===== config.mk =====
export PLATFORM = sky130hd
export DESIGN_NAME = json_string_unescape_utf8
export DESIGN_NICKNAME = d
export VERILOG_FILES = /design/src/jsu_pkg.sv /design/src/json_string_unescape_utf8.sv /design/src/jsu_front.sv /design/src/jsu_queue.sv /design/src/jsu_back.sv
export SDC_FILE = /design/constraint.sdc
export NUM_CORES = 1
export LEC_CHECK = 0
export BUFFER_PORTS_ARGS = -buffer_cell sky130_fd_sc_hd__buf_2
export CAP_MARGIN = 40
export CORE_ASPECT_RATIO = 1.5
export CORE_MARGIN = 2
export CORE_UTILIZATION = 66
export CTS_BUF_LIST = sky130_fd_sc_hd__clkbuf_8
export DETAILED_ROUTE_END_ITERATION = 12
export PLACE_DENSITY = 0.81
export SLEW_MARGIN = 20
export SYNTH_ARGS = -nofsm -noshare
export SYNTH_HDL_FRONTEND = slang
export SYNTH_SLANG_ARGS = --single-unit

===== constraint.sdc =====
create_clock -name i_clk -period 13.4 [get_ports i_clk]
set_clock_uncertainty 0.1 [all_clocks]
set_input_delay 0.67 -clock i_clk [delete_from_list [all_inputs] [get_ports i_clk]]
set_output_delay 0.67 -clock i_clk [all_outputs]
set_load 0.02 [all_outputs]

===== src/jsu_pkg.sv =====
`timescale 1ns / 1ps
// Package of the JSON string unescape block: modes, result kinds, word and
// command types, character codes and the UTF-8 encoder. No dependencies.
package jsu_pkg;

    localparam int RES_MAX = 5;
    localparam int QDEPTH  = 4;

    typedef enum logic [3:0] {
        MODE_IDLE,
        MODE_WS,
        MODE_STR,
        MODE_ESC,
        MODE_HEX1,
        MODE_HIGH,
        MODE_HIGH_BS,
        MODE_HEX2,
        MODE_DONE,
        MODE_ERR
    } t_mode;

    typedef enum logic [1:0] {
        KIND_DATA  = 2'd0,
        KIND_CLOSE = 2'd1,
        KIND_ERROR = 2'd2
    } t_kind;

    localparam logic [7:0] CH_QUOTE  = 8'h22;
    localparam logic [7:0] CH_BSLASH = 8'h5C;
    localparam logic [7:0] CH_SPACE  = 8'h20;
    localparam logic [7:0] CH_TAB    = 8'h09;
    localparam logic [7:0] CH_LF     = 8'h0A;
    localparam logic [7:0] CH_CR     = 8'h0D;
    localparam logic [7:0] CH_FF     = 8'h0C;
    localparam logic [7:0] CH_BS     = 8'h08;
    localparam logic [7:0] CH_LC_B   = 8'h62;
    localparam logic [7:0] CH_LC_F   = 8'h66;
    localparam logic [7:0] CH_LC_N   = 8'h6E;
    localparam logic [7:0] CH_LC_R   = 8'h72;
    localparam logic [7:0] CH_LC_T   = 8'h74;
    localparam logic [7:0] CH_LC_U   = 8'h75;

    localparam logic [15:0] HIGH_LO = 16'hD800;
    localparam logic [15:0] HIGH_HI = 16'hDBFF;
    localparam logic [15:0] LOW_LO  = 16'hDC00;
    localparam logic [15:0] LOW_HI  = 16'hDFFF;
    localparam logic [20:0] SUPP_BASE = 21'h10000;

    typedef struct packed {
        t_kind      kind;
        logic [7:0] data;
    } t_res;

    typedef struct packed {
        logic [2:0]               cnt;
        t_res [RES_MAX-1:0]       res;
    } t_cmd;

    typedef struct packed {
        logic [2:0]       cnt;
        logic [3:0][7:0]  b;
    } t_utf8;

    function automatic t_utf8 f_utf8(input logic [20:0] cp);
        t_utf8 e;
        e = '0;
        if (cp < 21'h80) begin
            e.cnt  = 3'd1;
            e.b[0] = {1'b0, cp[6:0]};
        end else if (cp < 21'h800) begin
            e.cnt  = 3'd2;
            e.b[0] = {3'b110, cp[10:6]};
            e.b[1] = {2'b10, cp[5:0]};
        end else if (cp < 21'h10000) begin
            e.cnt  = 3'd3;
            e.b[0] = {4'b1110, cp[15:12]};
            e.b[1] = {2'b10, cp[11:6]};
            e.b[2] = {2'b10, cp[5:0]};
        end else begin
            e.cnt  = 3'd4;
            e.b[0] = {5'b11110, cp[20:18]};
            e.b[1] = {2'b10, cp[17:12]};
            e.b[2] = {2'b10, cp[11:6]};
            e.b[3] = {2'b10, cp[5:0]};
        end
        return e;
    endfunction

endpackage


===== src/json_string_unescape_utf8.sv =====
`timescale 1ns / 1ps
// Top level of the JSON string unescape block: front end, command queue,
// back end. Uses jsu_pkg, jsu_front, jsu_queue, jsu_back.
//
// Usage:
//   s_axis: one raw text byte per word. tdata[7:0] = byte, tuser[0] = begin
//   of a new literal, tlast = no byte follows in the buffer.
//   m_axis: one decoded word per handshake. tdata[7:0] = UTF-8 byte (0 for
//   close/error), tuser[1:0] = kind (0 data, 1 closing quote, 2 error),
//   tlast = final word caused by that input byte.
//   Accepted words' results are queued. Throughput while the receiver is
//   ready: one input word per cycle while each yields at most one result;
//   a word yielding n results holds the back end for n output words, one
//   per cycle, and a 4-command queue absorbs the bursts. Input bytes
//   giving no result do not enter the queue.
//   Reset (synchronous, active low) empties the queue and puts the decoder
//   idle; bytes are ignored until one arrives with begin set.
//   When the receiver stalls the queue fills; s_axis_tready drops only with
//   four commands waiting, and nothing is lost.
module json_string_unescape_utf8 import jsu_pkg::*; (
    input  logic       i_clk,
    input  logic       i_rst_n,
    input  logic       s_axis_tvalid,
    output logic       s_axis_tready,
    input  logic [7:0] s_axis_tdata,   // [7:0] in_byte
    input  logic [0:0] s_axis_tuser,   // [0] begin_req
    input  logic       s_axis_tlast,   // end_of_data
    output logic       m_axis_tvalid,
    input  logic       m_axis_tready,
    output logic [7:0] m_axis_tdata,   // [7:0] out_byte
    output logic [1:0] m_axis_tuser,   // [1:0] kind
    output logic       m_axis_tlast    // last
);

    logic push, full, q_valid, pop;
    t_cmd cmd, head;

    jsu_front u_front (
        .i_clk   (i_clk),
        .i_rst_n (i_rst_n),
        .i_valid (s_axis_tvalid),
        .o_ready (s_axis_tready),
        .i_data  (s_axis_tdata),
        .i_begin (s_axis_tuser[0]),
        .i_eod   (s_axis_tlast),
        .i_full  (full),
        .o_push  (push),
        .o_cmd   (cmd)
    );

    jsu_queue u_queue (
        .i_clk   (i_clk),
        .i_rst_n (i_rst_n),
        .i_push  (push),
        .i_cmd   (cmd),
        .o_full  (full),
        .o_valid (q_valid),
        .o_head  (head),
        .i_pop   (pop)
    );

    jsu_back u_back (
        .i_clk    (i_clk),
        .i_rst_n  (i_rst_n),
        .i_valid  (q_valid),
        .i_head   (head),
        .o_pop    (pop),
        .o_tvalid (m_axis_tvalid),
        .i_tready (m_axis_tready),
        .o_tdata  (m_axis_tdata),
        .o_tuser  (m_axis_tuser),
        .o_tlast  (m_axis_tlast)
    );

endmodule


===== src/jsu_front.sv =====
`timescale 1ns / 1ps
// Front end: takes input words, runs the literal/escape/hex state machine
// and pushes a word's results (up to five) as one command. Uses jsu_pkg.
module jsu_front import jsu_pkg::*; (
    input  logic       i_clk,
    input  logic       i_rst_n,
    input  logic       i_valid,
    output logic       o_ready,
    input  logic [7:0] i_data,
    input  logic       i_begin,
    input  logic       i_eod,
    input  logic       i_full,
    output logic       o_push,
    output t_cmd       o_cmd
);

    typedef struct packed {
        logic       v;
        t_kind      kind;
        logic [7:0] data;
        t_mode      mode;
    } t_step;

    function automatic t_step f_str(input logic [7:0] c);
        t_step s;
        s = '{v: 1'b1, kind: KIND_DATA, data: c, mode: MODE_STR};
        if (c == CH_QUOTE) begin
            s.kind = KIND_CLOSE;
            s.data = '0;
            s.mode = MODE_DONE;
        end else if (c == CH_BSLASH) begin
            s.v    = 1'b0;
            s.mode = MODE_ESC;
        end
        return s;
    endfunction

    function automatic t_step f_esc(input logic [7:0] c);
        t_step s;
        s = '{v: 1'b1, kind: KIND_DATA, data: c, mode: MODE_STR};
        if      (c == CH_LC_B) s.data = CH_BS;
        else if (c == CH_LC_F) s.data = CH_FF;
        else if (c == CH_LC_N) s.data = CH_LF;
        else if (c == CH_LC_R) s.data = CH_CR;
        else if (c == CH_LC_T) s.data = CH_TAB;
        else if (c == CH_LC_U) begin
            s.v    = 1'b0;
            s.mode = MODE_HEX1;
        end
        return s;
    endfunction

    function automatic logic [4:0] f_hex(input logic [7:0] c);
        logic [4:0] h;
        h = '0;
        if (c >= 8'h30 && c <= 8'h39)      h = {1'b1, c[3:0]};
        else if ((c >= 8'h61 && c <= 8'h66) || (c >= 8'h41 && c <= 8'h46))
            h = {1'b1, c[3:0] + 4'd9};
        return h;
    endfunction

    t_mode       r_mode, n_mode;
    logic [15:0] r_hex_value, n_hex_value;
    logic [1:0]  r_hex_count, n_hex_count;
    logic [15:0] r_pending_high, n_pending_high;

    logic        accept;
    logic        pre_v, cpb_v, err;
    logic [20:0] cpb;
    logic [4:0]  hd;
    logic [15:0] hv_new;
    t_step       st;
    t_utf8       ea, eb;
    t_cmd        cmd;

    assign o_ready = !i_full;
    assign accept  = i_valid && o_ready;

    always_comb begin
        n_mode         = r_mode;
        n_hex_value    = r_hex_value;
        n_hex_count    = r_hex_count;
        n_pending_high = r_pending_high;
        if (i_begin) begin
            n_mode         = MODE_WS;
            n_hex_value    = '0;
            n_hex_count    = '0;
            n_pending_high = '0;
        end
        pre_v  = 1'b0;
        cpb_v  = 1'b0;
        cpb    = '0;
        err    = 1'b0;
        st     = '{v: 1'b0, kind: KIND_DATA, data: 8'h00, mode: MODE_STR};
        hd     = f_hex(i_data);
        hv_new = {n_hex_value[11:0], hd[3:0]};

        unique case (n_mode)
            MODE_WS: begin
                if (i_data == CH_QUOTE) begin
                    n_mode = MODE_STR;
                end else if (!(i_data == CH_SPACE || i_data == CH_TAB ||
                               i_data == CH_LF || i_data == CH_CR)) begin
                    err    = 1'b1;
                    n_mode = MODE_ERR;
                end
            end
            MODE_STR: begin
                st     = f_str(i_data);
                n_mode = st.mode;
            end
            MODE_ESC: begin
                st     = f_esc(i_data);
                n_mode = st.mode;
                if (st.mode == MODE_HEX1) begin
                    n_hex_value = '0;
                    n_hex_count = '0;
                end
            end
            MODE_HEX1, MODE_HEX2: begin
                if (!hd[4]) begin
                    err    = 1'b1;
                    n_mode = MODE_ERR;
                end else begin
                    n_hex_value = hv_new;
                    if (n_hex_count != 2'd3) begin
                        n_hex_count = n_hex_count + 2'd1;
                    end else begin
                        n_hex_count = '0;
                        if (n_mode == MODE_HEX1) begin
                            if (hv_new >= HIGH_LO && hv_new <= HIGH_HI) begin
                                n_pending_high = hv_new;
                                n_mode         = MODE_HIGH;
                            end else begin
                                cpb_v  = 1'b1;
                                cpb    = {5'b0, hv_new};
                                n_mode = MODE_STR;
                            end
                        end else begin
                            cpb_v  = 1'b1;
                            n_mode = MODE_STR;
                            if (hv_new >= LOW_LO && hv_new <= LOW_HI)
                                cpb = SUPP_BASE + {1'b0, n_pending_high[9:0], hv_new[9:0]};
                            else
                                cpb = {5'b0, n_pending_high};
                        end
                    end
                end
            end
            MODE_HIGH: begin
                if (i_data == CH_BSLASH) begin
                    n_mode = MODE_HIGH_BS;
                end else begin
                    pre_v  = 1'b1;
                    st     = f_str(i_data);
                    n_mode = st.mode;
                end
            end
            MODE_HIGH_BS: begin
                if (i_data == CH_LC_U) begin
                    n_mode      = MODE_HEX2;
                    n_hex_value = '0;
                    n_hex_count = '0;
                end else begin
                    pre_v  = 1'b1;
                    st     = f_esc(i_data);
                    n_mode = st.mode;
                    if (st.mode == MODE_HEX1) begin
                        n_hex_value = '0;
                        n_hex_count = '0;
                    end
                end
            end
            default: ;
        endcase

        // early end of data
        if (i_eod && n_mode != MODE_IDLE && n_mode != MODE_DONE && n_mode != MODE_ERR) begin
            if (n_mode == MODE_HIGH || n_mode == MODE_HIGH_BS)
                pre_v = 1'b1;
            err    = 1'b1;
            n_mode = MODE_ERR;
        end

        // assemble result words in order
        ea  = pre_v ? f_utf8({5'b0, n_pending_high}) : '0;
        eb  = cpb_v ? f_utf8(cpb) : '0;
        cmd = '0;
        for (int k = 0; k < 4; k++) begin
            if (3'(k) < ea.cnt && cmd.cnt < 3'(RES_MAX)) begin
                cmd.res[cmd.cnt] = '{kind: KIND_DATA, data: ea.b[k]};
                cmd.cnt          = cmd.cnt + 3'd1;
            end
        end
        if (st.v && cmd.cnt < 3'(RES_MAX)) begin
            cmd.res[cmd.cnt] = '{kind: st.kind, data: st.data};
            cmd.cnt          = cmd.cnt + 3'd1;
        end
        for (int k = 0; k < 4; k++) begin
            if (3'(k) < eb.cnt && cmd.cnt < 3'(RES_MAX)) begin
                cmd.res[cmd.cnt] = '{kind: KIND_DATA, data: eb.b[k]};
                cmd.cnt          = cmd.cnt + 3'd1;
            end
        end
        if (err && cmd.cnt < 3'(RES_MAX)) begin
            cmd.res[cmd.cnt] = '{kind: KIND_ERROR, data: 8'h00};
            cmd.cnt          = cmd.cnt + 3'd1;
        end
    end

    assign o_push = accept && (cmd.cnt != 3'd0);
    assign o_cmd  = cmd;

    always_ff @(posedge i_clk) begin
        if (!i_rst_n) begin
            r_mode         <= MODE_IDLE;
            r_hex_value    <= '0;
            r_hex_count    <= '0;
            r_pending_high <= '0;
        end else if (accept) begin
            r_mode         <= n_mode;
            r_hex_value    <= n_hex_value;
            r_hex_count    <= n_hex_count;
            r_pending_high <= n_pending_high;
        end
    end

endmodule


===== src/jsu_queue.sv =====
`timescale 1ns / 1ps
// Command queue between front and back end, QDEPTH entries of t_cmd.
// Uses jsu_pkg.
module jsu_queue import jsu_pkg::*; (
    input  logic i_clk,
    input  logic i_rst_n,
    input  logic i_push,
    input  t_cmd i_cmd,
    output logic o_full,
    output logic o_valid,
    output t_cmd o_head,
    input  logic i_pop
);

    localparam int PW = $clog2(QDEPTH);

    t_cmd          r_mem [QDEPTH];
    logic [PW-1:0] r_wr, r_rd;
    logic [PW:0]   r_cnt;

    assign o_full  = (r_cnt == (PW+1)'(QDEPTH));
    assign o_valid = (r_cnt != '0);
    assign o_head  = r_mem[r_rd];

    always_ff @(posedge i_clk) begin
        if (i_push)
            r_mem[r_wr] <= i_cmd;
    end

    always_ff @(posedge i_clk) begin
        if (!i_rst_n) begin
            r_wr  <= '0;
            r_rd  <= '0;
            r_cnt <= '0;
        end else begin
            if (i_push)
                r_wr <= r_wr + PW'(1);
            if (i_pop)
                r_rd <= r_rd + PW'(1);
            if (i_push && !i_pop)
                r_cnt <= r_cnt + (PW+1)'(1);
            else if (!i_push && i_pop)
                r_cnt <= r_cnt - (PW+1)'(1);
        end
    end

endmodule


===== src/jsu_back.sv =====
`timescale 1ns / 1ps
// Back end: walks the head command's result words onto the output stream, one
// word per cycle unless stalled; pops the command after its last word. Uses jsu_pkg.
module jsu_back import jsu_pkg::*; (
    input  logic       i_clk,
    input  logic       i_rst_n,
    input  logic       i_valid,
    input  t_cmd       i_head,
    output logic       o_pop,
    output logic       o_tvalid,
    input  logic       i_tready,
    output logic [7:0] o_tdata,
    output logic [1:0] o_tuser,
    output logic       o_tlast
);

    logic [2:0] r_idx;
    t_res       cur;

    assign cur      = i_head.res[r_idx];
    assign o_tvalid = i_valid;
    assign o_tdata  = cur.data;
    assign o_tuser  = cur.kind;
    assign o_tlast  = (r_idx == i_head.cnt - 3'd1);
    assign o_pop    = i_valid && i_tready && o_tlast;

    always_ff @(posedge i_clk) begin
        if (!i_rst_n) begin
            r_idx <= '0;
        end else if (i_valid && i_tready) begin
            r_idx <= o_tlast ? 3'd0 : r_idx + 3'd1;
        end
    end

endmodule


==> summary.md <==
| Metric | Value |
|---|---|
| Number of flops mapped to enable cells by yosys | 212 |
| Maximum number of pins on one net before global-route repair | 57 |
| RD Place Congestion | 1.07 |
| Worst-case clock buffer depth | 3 |
| Tmin final | 9.65 ns |
| Post-synthesis async set-or-reset flop share | 0% |
| Final setup violation count | 0 |
| Die Ht | 190 µm |
| Buf/Inv on CP | 5 |
| CTS tree | yes |
| Ys Warns | 0 |
| IO buf count | 26 |
| Cell variety after synth | 112 |
| Post-CTS Setup Repair Bufs | 0 |
| Drt initial violations | 1586 |
| DRT Pass-1 Iters | 9 |
| CP delay by family, top | simple AND/OR/NAND/NOR gates |
| Flops & latches, synth | 258 |
| Cells after Synth | 1426 |
| Worst path most repeated cell | ha_1 |
| Worst Setup Start Kind | input port |
| Pwr per Cell Area | 128 nW/µm² |
| Clock sinks | between 200 and 300 |
| Grt total ovfl | 0 |
| CORE AREA | 22500 µm² |
| Met1 GRT Util | a little under half |
| Starting density of the core | between 60% and 70% |
| Hold WC Path Type | input port to flip-flop |
| N_diodes | 0 |
| Maximum clock frequency | 104 MHz |
| H-tree depth | 2 |
| Fillers | 1536 |
| Smallest hold slack | 0.351 ns |
| Status | finished, final reports clean |
| Slew Viols, Final | 0 |
| Clock Tree Root | clkbuf_8 |
| Vias in the first global route | 12800 |
| Area Overhead vs Synth | 7.80% |
| DR DRC count | 0 |
| Tot GR Track Use | 43.6% |
| Dpl cells | ~1700 |
| Met2 Usage GRT | 75.2% |
| CTS buffer count | 37 |
| Boundary Pins | 27 |
| Unrepaired setup endpoints after global routing | false |
| Mapped cell area | 15200 µm² |
| Final ANT Viol Nets | 0 |
| Num rows | 67 |
| First-pass GRT wire length | 78.5 mm |
| Grt met3 use | a little under a tenth |
| Vias post-DR | 13000 |
| PostCTS Resize Cnt | 0 |
| Die area | 24200 µm² |
| Slowest cell on crit path | xnor2_1 |
| R2R Setup Slk | 3.92 ns |
| Nature of the critical path endpoint | flip-flop |
| WHS Endpoint | u_front.r_mode[0] |
| Setup TNS Final | 0 ns |
| Worst r2r src | u_front.r_mode[2] |
| Hold Crit Start | s_axis_tlast |
| Worst path required time | 13.78 ns |
| Vias per Instance | ~7.4 |
| Final hold violations | 0 |
| Final Cycle Share | 72.0% |
| Worst EP arrival | between 10 and 15 ns |
| Chip width | 128 µm |
| Detailed placement HPWL | 37.0 mm |
| Hold path cells | 3 |
| Synth Flop Type | edfxtp_1 |
| Peak fanout along the critical path | 56 |
| Max cap viols | 0 |
| Detailed Route WL | 52.6 mm |
| Hold buffers post-CTS | 0 |
| Fin nets | 1475 |
| R2R Path End | u_queue.r_cnt[2] |
| Leakage | ~5.4 nW |
| Sequential fraction of the synthesis area | 48.0% |
| GR peak layer | met2 |
| Routed WL per cell | 30.2 µm |
| VDD IR max | 0.116 mV |
| Initial antenna violation count | 0 |
| Fraction of layout cells with a size suffix above 1 | 15.5% |
| Clk pin slew, worst setup/hold paths | about 0.060 ns |
| CP Class | input port to flip-flop |
| Worst-case reg-to-reg path depth | 35 |
| Clock Latency Late Sink | 0.59 ns |
| Count of non-filler cells in the finished layout | ~1700 |
| Worst path max stage delay | roughly 0.48 ns |
| Relative slew slack | a little over a third |
| Syn Area/Cell | 10.6 µm² |
| Tightest Pin Transition | 0.961 ns |
metrics by stage:
stage	setup WS, ns	util (%)	area, µm²	power, mW
2_1_floorplan	3.35	-	15200	1.28
3_3_place_gp	3.80	68.9	15500	1.38
3_5_place_dp	3.40	69.2	15600	1.42
4_1_cts	3.94	72.7	16300	2.08
5_1_grt	2.96	72.8	16400	2.15
6_report	3.75	72.8	16400	2.09
tightest hold or removal path, delay by kind of cell:
kind / cells / cell delay (ns)
AOI/OAI and AO/OA: 1 / 0.08
and+or+nand+nor: 1 / 0.07
buffers and inverters: 1 / 0.16
layout by cell type, fill, tap and decap left out, types with 28 or more instances in the layout:
cell	Yosys	routed
edfxtp_1	212	212
nor2_1	147	147
nand2_1	143	143
a21oi_1	86	86
o21ai_0	84	82
nor3_1	57	57
mux4_2	53	53
nor2b_1	45	45
mux2i_1	45	45
dfxtp_1	46	44
clkbuf_8	0	42
buf_2	17	30
buf_4	3	28
registers in the layout, indices dropped and copies added, names as in the netlist, named ones only:
| signal | cells |
|---|---|
| u_front.r_hex_count | 2 |
| u_front.r_mode | 4 |
| u_queue.r_rd | 2 |
| u_queue.r_mem | 212 |
| u_back.r_idx | 3 |
| u_front.r_pending_high | 16 |
| u_front.r_hex_value | 12 |
| u_queue.r_cnt | 3 |
| u_queue.r_wr | 2 |
cells by family (layout without fill, tap and decap cells):
group / Yosys count / after routing / synth area share (%)
AOI/OAI and AO/OA: 357 / 357 / 16.1
xor gates and xnor gates: 24 / 24 / 1.56
adders and majority gates: 22 / 22 / 1.86
buffers and inverters: 117 / 151 / 3.12
DFF: 258 / 258 / 48.0
muxes: 103 / 103 / 11.2
other: 1 / 8 / 0.0247
and+or+nand+nor: 544 / 544 / 18.0
power breakdown:
group          switching [mW]  internal, mW
Combinational           0.289         0.168
Sequential             0.0348         0.936
Clock                   0.316         0.349
Total                   0.640          1.45
worst max-delay path by stage:
stage	start	endpoint	slack, ns	cells after the start
floorplan	s_axis_tuser	u_queue.r_mem[0][0]	3.35	39
global placement	s_axis_tuser	u_queue.r_cnt[2]	3.80	39
detailed placement	s_axis_tdata[1]	u_queue.r_cnt[2]	3.40	36
CTS	s_axis_tuser	u_queue.r_cnt[2]	3.94	39
global route	s_axis_tdata[1]	u_queue.r_cnt[2]	2.96	36
finish	s_axis_tuser	u_queue.r_cnt[2]	3.75	39
synth_stat cells (17+ instances only):
cell type,number,share of area (%)
a22oi_1,18,0.89
ha_1,21,1.7
edfxtp_1,212,42
nand3_1,27,0.89
clkbuf_1,58,1.4
nor3_1,57,1.9
and2_1,17,0.70
buf_2,17,0.56
mux2i_1,45,3.0
dfxtp_1,46,6.1
nor2_1,147,3.6
a21oi_1,86,2.8
mux4_2,53,7.9
nand2_1,143,3.5
a211oi_1,17,0.84
nor2b_1,45,1.9
xnor2_1,17,0.98
inv_1,22,0.54
o21ai_0,84,2.8
a31oi_1,20,0.82
metal layers:
layer	vias up	wire (µm)	share of wire [%]
li1	5448	-	-
met1	6121	16500	31
met2	1071	26100	50
met3	343	4990	9.5
met4	0	5070	9.6
met5	-	0	0
area by class of cell:
class | instances | area (µm²) | share of cell area (%)
clock buffer | 42 | 578 | 3.54
clock inverter | 25 | 194 | 1.19
inverter | 23 | 86.3 | 0.528
multi-input combinational | 1058 | 7440 | 45.5
sequential | 258 | 7290 | 44.6
tap | 276 | 345 | 2.11
timing repair buffer | 61 | 410 | 2.51
Power figures use the tool's default switching activity.
